==> src/hw/rtl/gauge_needle_smoother_assert.svh <==
// Assertion macros for the gauge needle smoother.
// No dependencies; taken in by files that carry concurrent assertions.
`ifndef GAUGE_NEEDLE_SMOOTHER_ASSERT_SVH
`define GAUGE_NEEDLE_SMOOTHER_ASSERT_SVH
`ifndef SYNTHESIS
// Assertion on an explicit clock and active-low reset
`define GNS_ASSERT_AT(lbl, clk, rst_n, prop) \
  lbl: assert property (@(posedge clk) disable iff (!rst_n) prop) \
    else $error("gauge needle smoother: assertion failed");
// Assertion on the house clock and reset names
`define GNS_ASSERT(lbl, prop) `GNS_ASSERT_AT(lbl, clk_i, rst_ni, prop)
`else
`define GNS_ASSERT_AT(lbl, clk, rst_n, prop)
`define GNS_ASSERT(lbl, prop)
`endif
`endif

==> src/hw/rtl/gns_pkg.sv <==
// Shared constants and types of the gauge needle smoother.
// No dependencies; used by the interfaces, the datapath and the top level.
package gns_pkg;

  // Field widths
  localparam int NumChannels = 4;
  localparam int ChanW       = 2;
  localparam int TargetW     = 15;
  localparam int PosW        = 16;
  localparam int VelW        = 17;
  localparam int AccW        = 32;
  localparam int FracBits    = 16;
  localparam int ShiftW      = 4;
  localparam int LimitW      = 8;
  localparam int DShiftW     = $clog2(FracBits + 1);
  // step arithmetic: position differences plus velocity plus limit, with headroom
  localparam int StepW       = 20;

  // Configuration port
  localparam int CfgIdxW  = 3;
  localparam int CfgDataW = 8;
  localparam logic [CfgIdxW-1:0] CfgShiftBase = 3'd0;
  localparam logic [CfgIdxW-1:0] CfgLimitBase = 3'd4;

  localparam logic [ShiftW-1:0] ShiftReset [4] = '{4'd8, 4'd8, 4'd8, 4'd7};
  localparam logic [LimitW-1:0] LimitReset [4] = '{8'd2, 8'd6, 8'd7, 8'd1};

  localparam logic [AccW-1:0] FracMask = (AccW'(1) << FracBits) - AccW'(1);

  // Per-channel filter and needle state
  typedef struct packed {
    logic [AccW-1:0] acc1;
    logic [AccW-1:0] acc2;
    logic [PosW-1:0] pos;
    logic [VelW-1:0] vel;
  } chan_state_t;

  // What the datapath reports for one word
  typedef struct packed {
    logic [PosW-1:0] position;
    logic            updated;
  } calc_res_t;

endpackage

==> src/hw/rtl/gns_if.sv <==
// Valid/ready channel interfaces of the gauge needle smoother.
// Depends on gns_pkg for field widths.
interface gns_tick_if;
  logic                         valid;
  logic                         ready;
  logic [gns_pkg::ChanW-1:0]    channel;
  logic [gns_pkg::TargetW-1:0]  target;

  modport source (output valid, output channel, output target, input ready);
  modport sink   (input valid, input channel, input target, output ready);
endinterface

interface gns_pos_if;
  logic                              valid;
  logic                              ready;
  logic [gns_pkg::ChanW-1:0]         out_channel;
  logic signed [gns_pkg::PosW-1:0]   position;
  logic                              updated;

  modport source (output valid, output out_channel, output position, output updated,
                  input ready);
  modport sink   (input valid, input out_channel, input position, input updated,
                  output ready);
endinterface

==> src/hw/rtl/gns_calc.sv <==
// Combinational datapath: two cascaded shift filters, step and step-change clip.
// Depends on gns_pkg.
module gns_calc (
  input  gns_pkg::chan_state_t         st_i,
  input  logic [gns_pkg::ShiftW-1:0]   shift_i,
  input  logic [gns_pkg::LimitW-1:0]   limit_i,
  input  logic [gns_pkg::TargetW-1:0]  target_i,
  output gns_pkg::chan_state_t         st_o,
  output gns_pkg::calc_res_t           res_o
);
  import gns_pkg::*;

  logic                      hit;
  logic [DShiftW-1:0]        d;
  logic signed [AccW-1:0]    f, f_sh, s, s_sh, a1, a1_sh, a2, a2_wb;
  logic [AccW-1:0]           tgt_sh;
  logic signed [PosW-1:0]    newp, old_p, newp_c;
  logic signed [VelW-1:0]    vel_in;
  logic signed [StepW-1:0]   lim_s, step0, step1, vel_s, acc, step2;
  logic                      c1, c2, clipped;

  // target already reached: nothing moves
  assign hit = (st_i.pos == PosW'(target_i));

  // shift saturates at the fraction width
  assign d = (DShiftW'(shift_i) > DShiftW'(FracBits)) ? DShiftW'(FracBits)
                                                      : DShiftW'(shift_i);

  // first filter
  assign f      = st_i.acc1;
  assign f_sh   = f >>> d;
  assign tgt_sh = AccW'(target_i) << (DShiftW'(FracBits) - d);
  assign a1     = f - f_sh + tgt_sh;

  // second filter fed by the first
  assign s     = st_i.acc2;
  assign s_sh  = s >>> d;
  assign a1_sh = a1 >>> d;
  assign a2    = s - s_sh + a1_sh;
  assign newp  = a2[FracBits +: PosW];

  // step clip against the old position
  assign old_p = st_i.pos;
  assign lim_s = {{(StepW-LimitW){1'b0}}, limit_i};
  assign step0 = StepW'(newp) - StepW'(old_p);

  always_comb begin
    c1    = 1'b0;
    step1 = step0;
    if (step0 < -lim_s) begin
      step1 = -lim_s;
      c1    = 1'b1;
    end else if (step0 > lim_s) begin
      step1 = lim_s;
      c1    = 1'b1;
    end
  end

  // step-change clip against the previous velocity
  assign vel_in = st_i.vel;
  assign vel_s  = StepW'(vel_in);
  assign acc    = step1 - vel_s;

  always_comb begin
    c2    = 1'b0;
    step2 = step1;
    if (acc < -lim_s) begin
      step2 = vel_s - lim_s;
      c2    = 1'b1;
    end else if (acc > lim_s) begin
      step2 = vel_s + lim_s;
      c2    = 1'b1;
    end
  end

  assign clipped = c1 | c2;

  // on a clip the position goes back into the integer half, fraction kept
  assign newp_c = clipped ? (old_p + step2[PosW-1:0]) : newp;
  assign a2_wb  = clipped ? ((AccW'(newp_c) << FracBits) | (a2 & FracMask)) : a2;

  always_comb begin
    if (hit) begin
      st_o         = st_i;
      res_o.position = st_i.pos;
      res_o.updated  = 1'b0;
    end else begin
      st_o.acc1      = a1;
      st_o.acc2      = a2_wb;
      st_o.pos       = newp_c;
      st_o.vel       = step2[VelW-1:0];
      res_o.position = newp_c;
      res_o.updated  = 1'b1;
    end
  end

endmodule

==> src/hw/rtl/gauge_needle_smoother.sv <==
// Top level of the gauge needle smoother: input register, per-channel state,
// configuration registers, result register. Depends on gns_pkg, gns_if, gns_calc.
//
// Use:
//   tick_i carries words of (channel, target); pos_o returns exactly one word
//   per tick of (out_channel, position, updated). Both are valid/ready.
//   A tick is caught in an input register; as it leaves that register the
//   datapath runs the two cascaded filters and the clips for that channel,
//   writes the channel state and loads the result register. One tick is
//   taken every cycle while pos_o does not stall.
//   A tick whose target equals the stored position returns that position
//   with updated low and leaves the state alone.
//   When pos_o stalls, the result register holds its word and the input
//   register still takes one more tick; tick_i.ready drops only when both
//   are full.
//   Configuration: cfg_we_i writes cfg_data_i to register cfg_idx_i
//   (0..3 filter shift per channel, 4..7 limit per channel). Write only while
//   idle.
//   Reset clears all filter state, velocities and positions to zero and puts
//   the shifts and limits at their defaults; no words are held.
`include "gauge_needle_smoother_assert.svh"
module gauge_needle_smoother (
  input  logic                          clk_i,
  input  logic                          rst_ni,
  input  logic                          cfg_we_i,
  input  logic [gns_pkg::CfgIdxW-1:0]   cfg_idx_i,
  input  logic [gns_pkg::CfgDataW-1:0]  cfg_data_i,
  gns_tick_if.sink                      tick_i,
  gns_pos_if.source                     pos_o
);
  import gns_pkg::*;

  logic [ShiftW-1:0]   shift_q [NumChannels];
  logic [LimitW-1:0]   limit_q [NumChannels];
  chan_state_t         st_q    [NumChannels];

  logic                in_vld_q;
  logic [ChanW-1:0]    in_ch_q;
  logic [TargetW-1:0]  in_tgt_q;

  logic                out_vld_q;
  logic [ChanW-1:0]    out_ch_q;
  logic [PosW-1:0]     out_pos_q;
  logic                out_upd_q;

  logic                present;
  logic                adv;
  chan_state_t         st_sel, st_d;
  logic [ShiftW-1:0]   shift_sel;
  logic [LimitW-1:0]   limit_sel;
  calc_res_t           res;

  // handshake: a word moves on when the result register is free or draining
  assign adv          = in_vld_q && (!out_vld_q || pos_o.ready);
  assign tick_i.ready = !in_vld_q || adv;

  assign present   = ({1'b0, in_ch_q} < (ChanW + 1)'(NumChannels));
  assign st_sel    = present ? st_q[in_ch_q]    : '0;
  assign shift_sel = present ? shift_q[in_ch_q] : '0;
  assign limit_sel = present ? limit_q[in_ch_q] : '0;

  gns_calc u_calc (
    .st_i     (st_sel),
    .shift_i  (shift_sel),
    .limit_i  (limit_sel),
    .target_i (in_tgt_q),
    .st_o     (st_d),
    .res_o    (res)
  );

  // configuration registers
  always_ff @(posedge clk_i or negedge rst_ni) begin
    if (!rst_ni) begin
      for (int c = 0; c < NumChannels; c++) begin
        shift_q[c] <= ShiftReset[c];
        limit_q[c] <= LimitReset[c];
      end
    end else if (cfg_we_i) begin
      for (int c = 0; c < NumChannels; c++) begin
        if (cfg_idx_i == CfgShiftBase + CfgIdxW'(c)) begin
          shift_q[c] <= cfg_data_i[ShiftW-1:0];
        end
        if (cfg_idx_i == CfgLimitBase + CfgIdxW'(c)) begin
          limit_q[c] <= cfg_data_i[LimitW-1:0];
        end
      end
    end
  end

  // channel state, written as the word leaves the input register
  always_ff @(posedge clk_i or negedge rst_ni) begin
    if (!rst_ni) begin
      for (int c = 0; c < NumChannels; c++) begin
        st_q[c] <= '0;
      end
    end else if (adv && present) begin
      st_q[in_ch_q] <= st_d;
    end
  end

  // input register control
  always_ff @(posedge clk_i or negedge rst_ni) begin
    if (!rst_ni) begin
      in_vld_q <= 1'b0;
    end else if (tick_i.valid && tick_i.ready) begin
      in_vld_q <= 1'b1;
    end else if (adv) begin
      in_vld_q <= 1'b0;
    end
  end

  // input register payload
  always_ff @(posedge clk_i) begin
    if (tick_i.valid && tick_i.ready) begin
      in_ch_q  <= tick_i.channel;
      in_tgt_q <= tick_i.target;
    end
  end

  // result register control
  always_ff @(posedge clk_i or negedge rst_ni) begin
    if (!rst_ni) begin
      out_vld_q <= 1'b0;
    end else if (adv) begin
      out_vld_q <= 1'b1;
    end else if (pos_o.ready) begin
      out_vld_q <= 1'b0;
    end
  end

  // result register payload; an absent channel reports zero, not updated
  always_ff @(posedge clk_i) begin
    if (adv) begin
      out_ch_q  <= in_ch_q;
      out_pos_q <= present ? res.position : '0;
      out_upd_q <= present && res.updated;
    end
  end

  assign pos_o.valid       = out_vld_q;
  assign pos_o.out_channel = out_ch_q;
  assign pos_o.position    = out_pos_q;
  assign pos_o.updated     = out_upd_q;

  // a full input register behind a stalled result blocks new ticks
  `GNS_ASSERT(a_stall_blocks_ready, in_vld_q && out_vld_q && !pos_o.ready |-> !tick_i.ready)
  // every word that leaves the input register shows up as a result
  `GNS_ASSERT(a_adv_gives_result, adv |=> pos_o.valid)
  // a tick that changes nothing leaves its channel state untouched
  `GNS_ASSERT(a_no_update_keeps_state,
    adv && !res.updated |=> st_q[$past(in_ch_q)] == $past(st_sel))

endmodule

==> src/flat_wrapper.sv <==
// flat-port wrapper written by rule: the top's interface ports become plain ports
module gauge_needle_smoother_flat import gns_pkg::*;
  (clk_i, rst_ni, cfg_we_i, cfg_idx_i, cfg_data_i, tick_i_valid, tick_i_channel, tick_i_target, tick_i_ready, pos_o_valid, pos_o_out_channel, pos_o_position, pos_o_updated, pos_o_ready);
  gns_tick_if tick_i_i ();
  gns_pos_if pos_o_i ();
  input  logic clk_i;
  input  logic rst_ni;
  input  logic cfg_we_i;
  input  logic [gns_pkg::CfgIdxW-1:0] cfg_idx_i;
  input  logic [gns_pkg::CfgDataW-1:0] cfg_data_i;
  input wire logic [$bits(tick_i_i.valid)-1:0] tick_i_valid;
  input wire logic [$bits(tick_i_i.channel)-1:0] tick_i_channel;
  input wire logic [$bits(tick_i_i.target)-1:0] tick_i_target;
  output wire logic [$bits(tick_i_i.ready)-1:0] tick_i_ready;
  output wire logic [$bits(pos_o_i.valid)-1:0] pos_o_valid;
  output wire logic [$bits(pos_o_i.out_channel)-1:0] pos_o_out_channel;
  output wire logic [$bits(pos_o_i.position)-1:0] pos_o_position;
  output wire logic [$bits(pos_o_i.updated)-1:0] pos_o_updated;
  input wire logic [$bits(pos_o_i.ready)-1:0] pos_o_ready;
  assign tick_i_i.valid = tick_i_valid;
  assign tick_i_i.channel = tick_i_channel;
  assign tick_i_i.target = tick_i_target;
  assign tick_i_ready = tick_i_i.ready;
  assign pos_o_valid = pos_o_i.valid;
  assign pos_o_out_channel = pos_o_i.out_channel;
  assign pos_o_position = pos_o_i.position;
  assign pos_o_updated = pos_o_i.updated;
  assign pos_o_i.ready = pos_o_ready;
  gauge_needle_smoother u_core (.clk_i(clk_i), .rst_ni(rst_ni), .cfg_we_i(cfg_we_i), .cfg_idx_i(cfg_idx_i), .cfg_data_i(cfg_data_i), .tick_i(tick_i_i), .pos_o(pos_o_i));
endmodule
==> config.mk <==
export PLATFORM = sky130hd
export DESIGN_NAME = gauge_needle_smoother_flat
export DESIGN_NICKNAME = d
export VERILOG_FILES = /design/src/hw/rtl/gns_pkg.sv /design/src/hw/rtl/gns_if.sv /design/src/hw/rtl/gns_calc.sv /design/src/hw/rtl/gauge_needle_smoother.sv /design/src/flat_wrapper.sv
export VERILOG_INCLUDE_DIRS = /design/src /design/src/hw/rtl
export SDC_FILE = /design/constraint.sdc
export NUM_CORES = 2
export LEC_CHECK = 0
export BUFFER_PORTS_ARGS = -buffer_cell sky130_fd_sc_hd__buf_2
export CAP_MARGIN = 40
export CELL_PAD_IN_SITES_DETAIL_PLACEMENT = 2
export CELL_PAD_IN_SITES_GLOBAL_PLACEMENT = 2
export CORE_ASPECT_RATIO = 1.2
export CORE_MARGIN = 3
export CORE_UTILIZATION = 43
export CTS_BUF_LIST = sky130_fd_sc_hd__clkbuf_4
export CTS_CLUSTER_SIZE = 20
export DETAILED_ROUTE_END_ITERATION = 8
export HOLD_SLACK_MARGIN = 0.05
export PLACE_DENSITY = 0.85
export REMOVE_ABC_BUFFERS = 1
export SLEW_MARGIN = 20
export SYNTH_ARGS = -nofsm -noshare
export SYNTH_HDL_FRONTEND = slang
export SYNTH_SLANG_ARGS = --single-unit
==> constraint.sdc <==
create_clock -name clk_i -period 24.3 [get_ports clk_i]
set_clock_uncertainty 0.05 [all_clocks]
set_input_delay 2.43 -clock clk_i [delete_from_list [all_inputs] [get_ports clk_i]]
set_output_delay 2.43 -clock clk_i [all_outputs]
set_load 0.02 [all_outputs]
==> summary.md <==
| Metric | Value |
|---|---|
| DP HPWL | 109500 um |
| Clock root buffer | clkbuf_4 |
| H-tree depth | 4 |
| Clock buffer depth | 3 |
| Area after DPL | 0.03814 mm2 |
| Via count | 35380 |
| Row cnt | 116 |
| Min-delay src | u_core.st_q[35]$_DFFE_PN0P_ |
| P&R area growth vs syn | 9.829% |
| Avg Cell Area, Syn | 9.086 um2 |
| Failing checks | negative setup slack |
| Worst skew pair latency | 1.07 ns |
| Crit path kind | reg2reg |
| Worst Path Buf+Inv | 8 |
| CP startpoint kind | register |
| Nets | 4368 |
| Placer Congestion | 0.9504 |
| Design Area, Final | 0.04028 mm2 |
| Buffers on Ports | 53 |
| Worst setup startpoint | u_core.in_ch_q[0]$_DFFE_PP_ |
| Vias per inst | 6.662 |
| Fin worst setup slack | -0.2812 ns |
| CTS tree | built |
| Synth warnings | 0 |
| DR WL met3 | 11480 um |
| Routed metal-1 wirelength | 59610 um |
| Cts bufs inserted | 140 |
| Syn Std Cell Area | 0.03667 mm2 |
| Fillcell total | 8975 |
| Synth unique cells | 90 |
| Max_slew headroom | 9.043% |
| Routed WL per cell | 32.38 um |
| Sequential standard cell area | 0.01206 mm2 |
| Core area | 0.08404 mm2 |
| Largest net degree at the start of global routing | 122 |
| DR pass1 iterations | 6 |
| Chip Height | 325.9 um |
| Tcrit/Tclk final | 101.2% |
| GRT Util Overall | 36.36% |
| Hold crit path type | reg2reg |
| Slew at the pin with the worst max-slew slack | 1.326 ns |
| Initial DRC count | 3044 |
| Max-slew violations | 0 |
| Asr flop ratio synth | 92.41% |
| Routed wl met2 | 83430 um |
| Max incr delay on CP | 0.94 ns |
| Crit Path Max Fanout | 44 |
| CTS clk-pin slew, worst paths | 0.09 ns |
| Vias in the first global route | 39150 |
| Tmin final | 24.58 ns |
| First-pass GRT wire length | 246500 um |
| Initial core utilization | 43.64% |
| Ys flop type | dfrtp_1 |
| Clock Sinks | 474 |
| Req. time, crit path | 25.12 ns |
| Worst path top cell family by delay | compound AO/OA/AOI/OAI gates |
| Critical-path cell with the highest stage delay | mux4_4 |
| Highest Signal Layer | met5 |
| Fmax | 0.04068 GHz |
| Max-Cap Viols | 0 |
| Die ar. | 0.08884 mm2 |
| Cells after Synth | 4036 |
| Place WS | -0.04379 ns |
| Number of remaining DRC errors | 0 |
| DRT antenna net count | 0 |
| EDFF count, synth | 36 |
| Hold_buf cts | 0 |
| Io pins | 54 |
| Endpoints failing setup | 3 |
| Status | finished with violations |
| Die Wd | 272.6 um |
| Initial antenna violation count | 9 |
| Multi-input logic area | 0.02293 mm2 |
| Synthesized flop and latch total | 474 |
| Crit path DAT | 25.40 ns |
| Final WL | 171900 um |
| Overflow left after global routing | 0 |
| Share of cells above drive strength 1 | 18.38% |
| RR Startpoint | u_core.in_ch_q[0]$_DFFE_PP_ |
| Crit path capture type | register |
| Register area share after synthesis | 32.88% |
| Final Hold Viols | 0 |
-- kinds of logic (layout without fill, tap and decap cells) --
logic type / after synthesis / in the layout / synth area share, %
compound gates: 1071 / 1072 / 18.09
xor+xnor: 118 / 118 / 2.900
fa+ha+maj: 255 / 255 / 10.07
buf+inv: 500 / 646 / 5.264
flops: 474 / 474 / 32.88
mux: 456 / 456 / 16.99
other cells: 0 / 6 / 0
simple gates: 1162 / 1162 / 13.80
-- worst reg2reg max path: cells and delay by family, from the launching register on --
kind                       cells  cell delay [ns]
AOI/OAI and AO/OA             39            11.28
adders and majority gates     10             3.88
buffers and inverters          8             1.56
xor gates and xnor gates       3             0.69
DFF                            1             0.48
muxes                          3             1.94
and+or+nand+nor               17             4.53
-- path summary, 6_finish.rpt --
kind	endpoint	slack, ns	cells past startpoint
max in group asynchronous	u_core.shift_q[7]$_DFFE_PN1P_	19.86	5
worst max-delay path	u_core.st_q[128]$_DFFE_PN0P_	-0.28	80
min in group asynchronous	u_core.st_q[164]$_DFFE_PN0P_	1.45	1
worst min-delay path	u_core.st_q[35]$_DFFE_PN0P_	0.43	2
worst max register to register	u_core.st_q[128]$_DFFE_PN0P_	-0.28	80
worst min register to register	u_core.st_q[35]$_DFFE_PN0P_	0.43	2
-- cells in the final DEF, fill, tap and decap left out, types with 141 or more instances in the layout --
cell / count
dfrtp_1: 425
mux2_2: 200
o21ai_0: 343
ha_1: 188
clkbuf_4: 204
nor2_1: 301
inv_1: 261
a21oi_1: 267
mux2i_1: 141
nand2_1: 570
-- timing repair --
action / in CTS / in global routing
gates resized for setup: 6 / 26
cloned: 1 / 2
setup endpoints to repair: 68 / 107
pin swaps: 0 / 3
setup buffers: 0 / 9
-- cells in the mapped netlist, types with 12 or more instances --
master | n | area [um2]
nand2_1 | 572 | 2147
dfrtp_1 | 425 | 10640
o21ai_0 | 347 | 1737
nor2_1 | 304 | 1141
a21oi_1 | 267 | 1336
inv_1 | 262 | 983.4
mux2_2 | 200 | 2252
ha_1 | 188 | 2352
clkbuf_1 | 171 | 641.9
mux2i_1 | 142 | 1421
mux4_2 | 113 | 2545
xnor2_1 | 96 | 840.8
fa_1 | 67 | 1341
a31oi_1 | 64 | 400.4
a21o_1 | 61 | 457.9
nand3_1 | 55 | 275.3
o211ai_1 | 46 | 345.3
a211oi_1 | 38 | 285.3
nor3_1 | 37 | 185.2
buf_1 | 36 | 135.1
edfxtp_1 | 36 | 1081
o21a_1 | 35 | 262.8
buf_2 | 25 | 125.1
and2_1 | 23 | 143.9
and3_1 | 23 | 143.9
nand2b_1 | 23 | 143.9
nand4_1 | 22 | 137.6
nor2b_1 | 22 | 137.6
o31ai_1 | 21 | 157.7
or3_1 | 21 | 131.4
xor2_1 | 19 | 166.4
o21bai_1 | 18 | 135.1
a21boi_0 | 15 | 112.6
dfstp_2 | 13 | 341.6
o22ai_1 | 13 | 81.33
a2111oi_0 | 12 | 105.1
or2_2 | 12 | 75.07
-- sequential cells by signal, indices dropped and copies added (netlist names), 2 cells and up --
register,cells
u_core.st_q,388
u_core.limit_q,32
u_core.pos_o.position,16
u_core.shift_q,16
u_core.in_tgt_q,15
u_core.in_ch_q,2
u_core.pos_o.out_channel,2
-- metrics by stage --
step	cells	hold WS, ns	setup TNS (ns)	utilization, %
floorplan	3801	0.3905	-702.86	-
global placement	5029	0.4026	0	45.14
detailed placement	5041	0.4137	-0.06686	45.39
CTS	5287	0.4312	0	47.55
global route	5307	0.4536	-33.92	47.92
finish	5310	0.4250	-0.4022	47.93
-- cell type report --
class / instances / area share (%)
Clock inverter: 42 / 0.5467
Multi-Input combinational cell: 3063 / 56.94
Sequential cell: 474 / 29.94
Tap cell: 1121 / 3.482
Inverter: 265 / 2.479
Timing Repair Buffer: 136 / 2.799
Antenna cell: 6 / 0.03728
Clock buffer: 203 / 3.784
-- metal layers --
metal | GRT usage, % | vias up
met1 | 38.74 | 17980
li1 | - | 14560
met4 | 29.33 | 8
met5 | 0 | -
met2 | 62.26 | 1845
met3 | 7.403 | 980
Power is left out: the tool's default activity adds up to more than one toggle a clock period on the data nets, which glitch-free logic cannot reach.
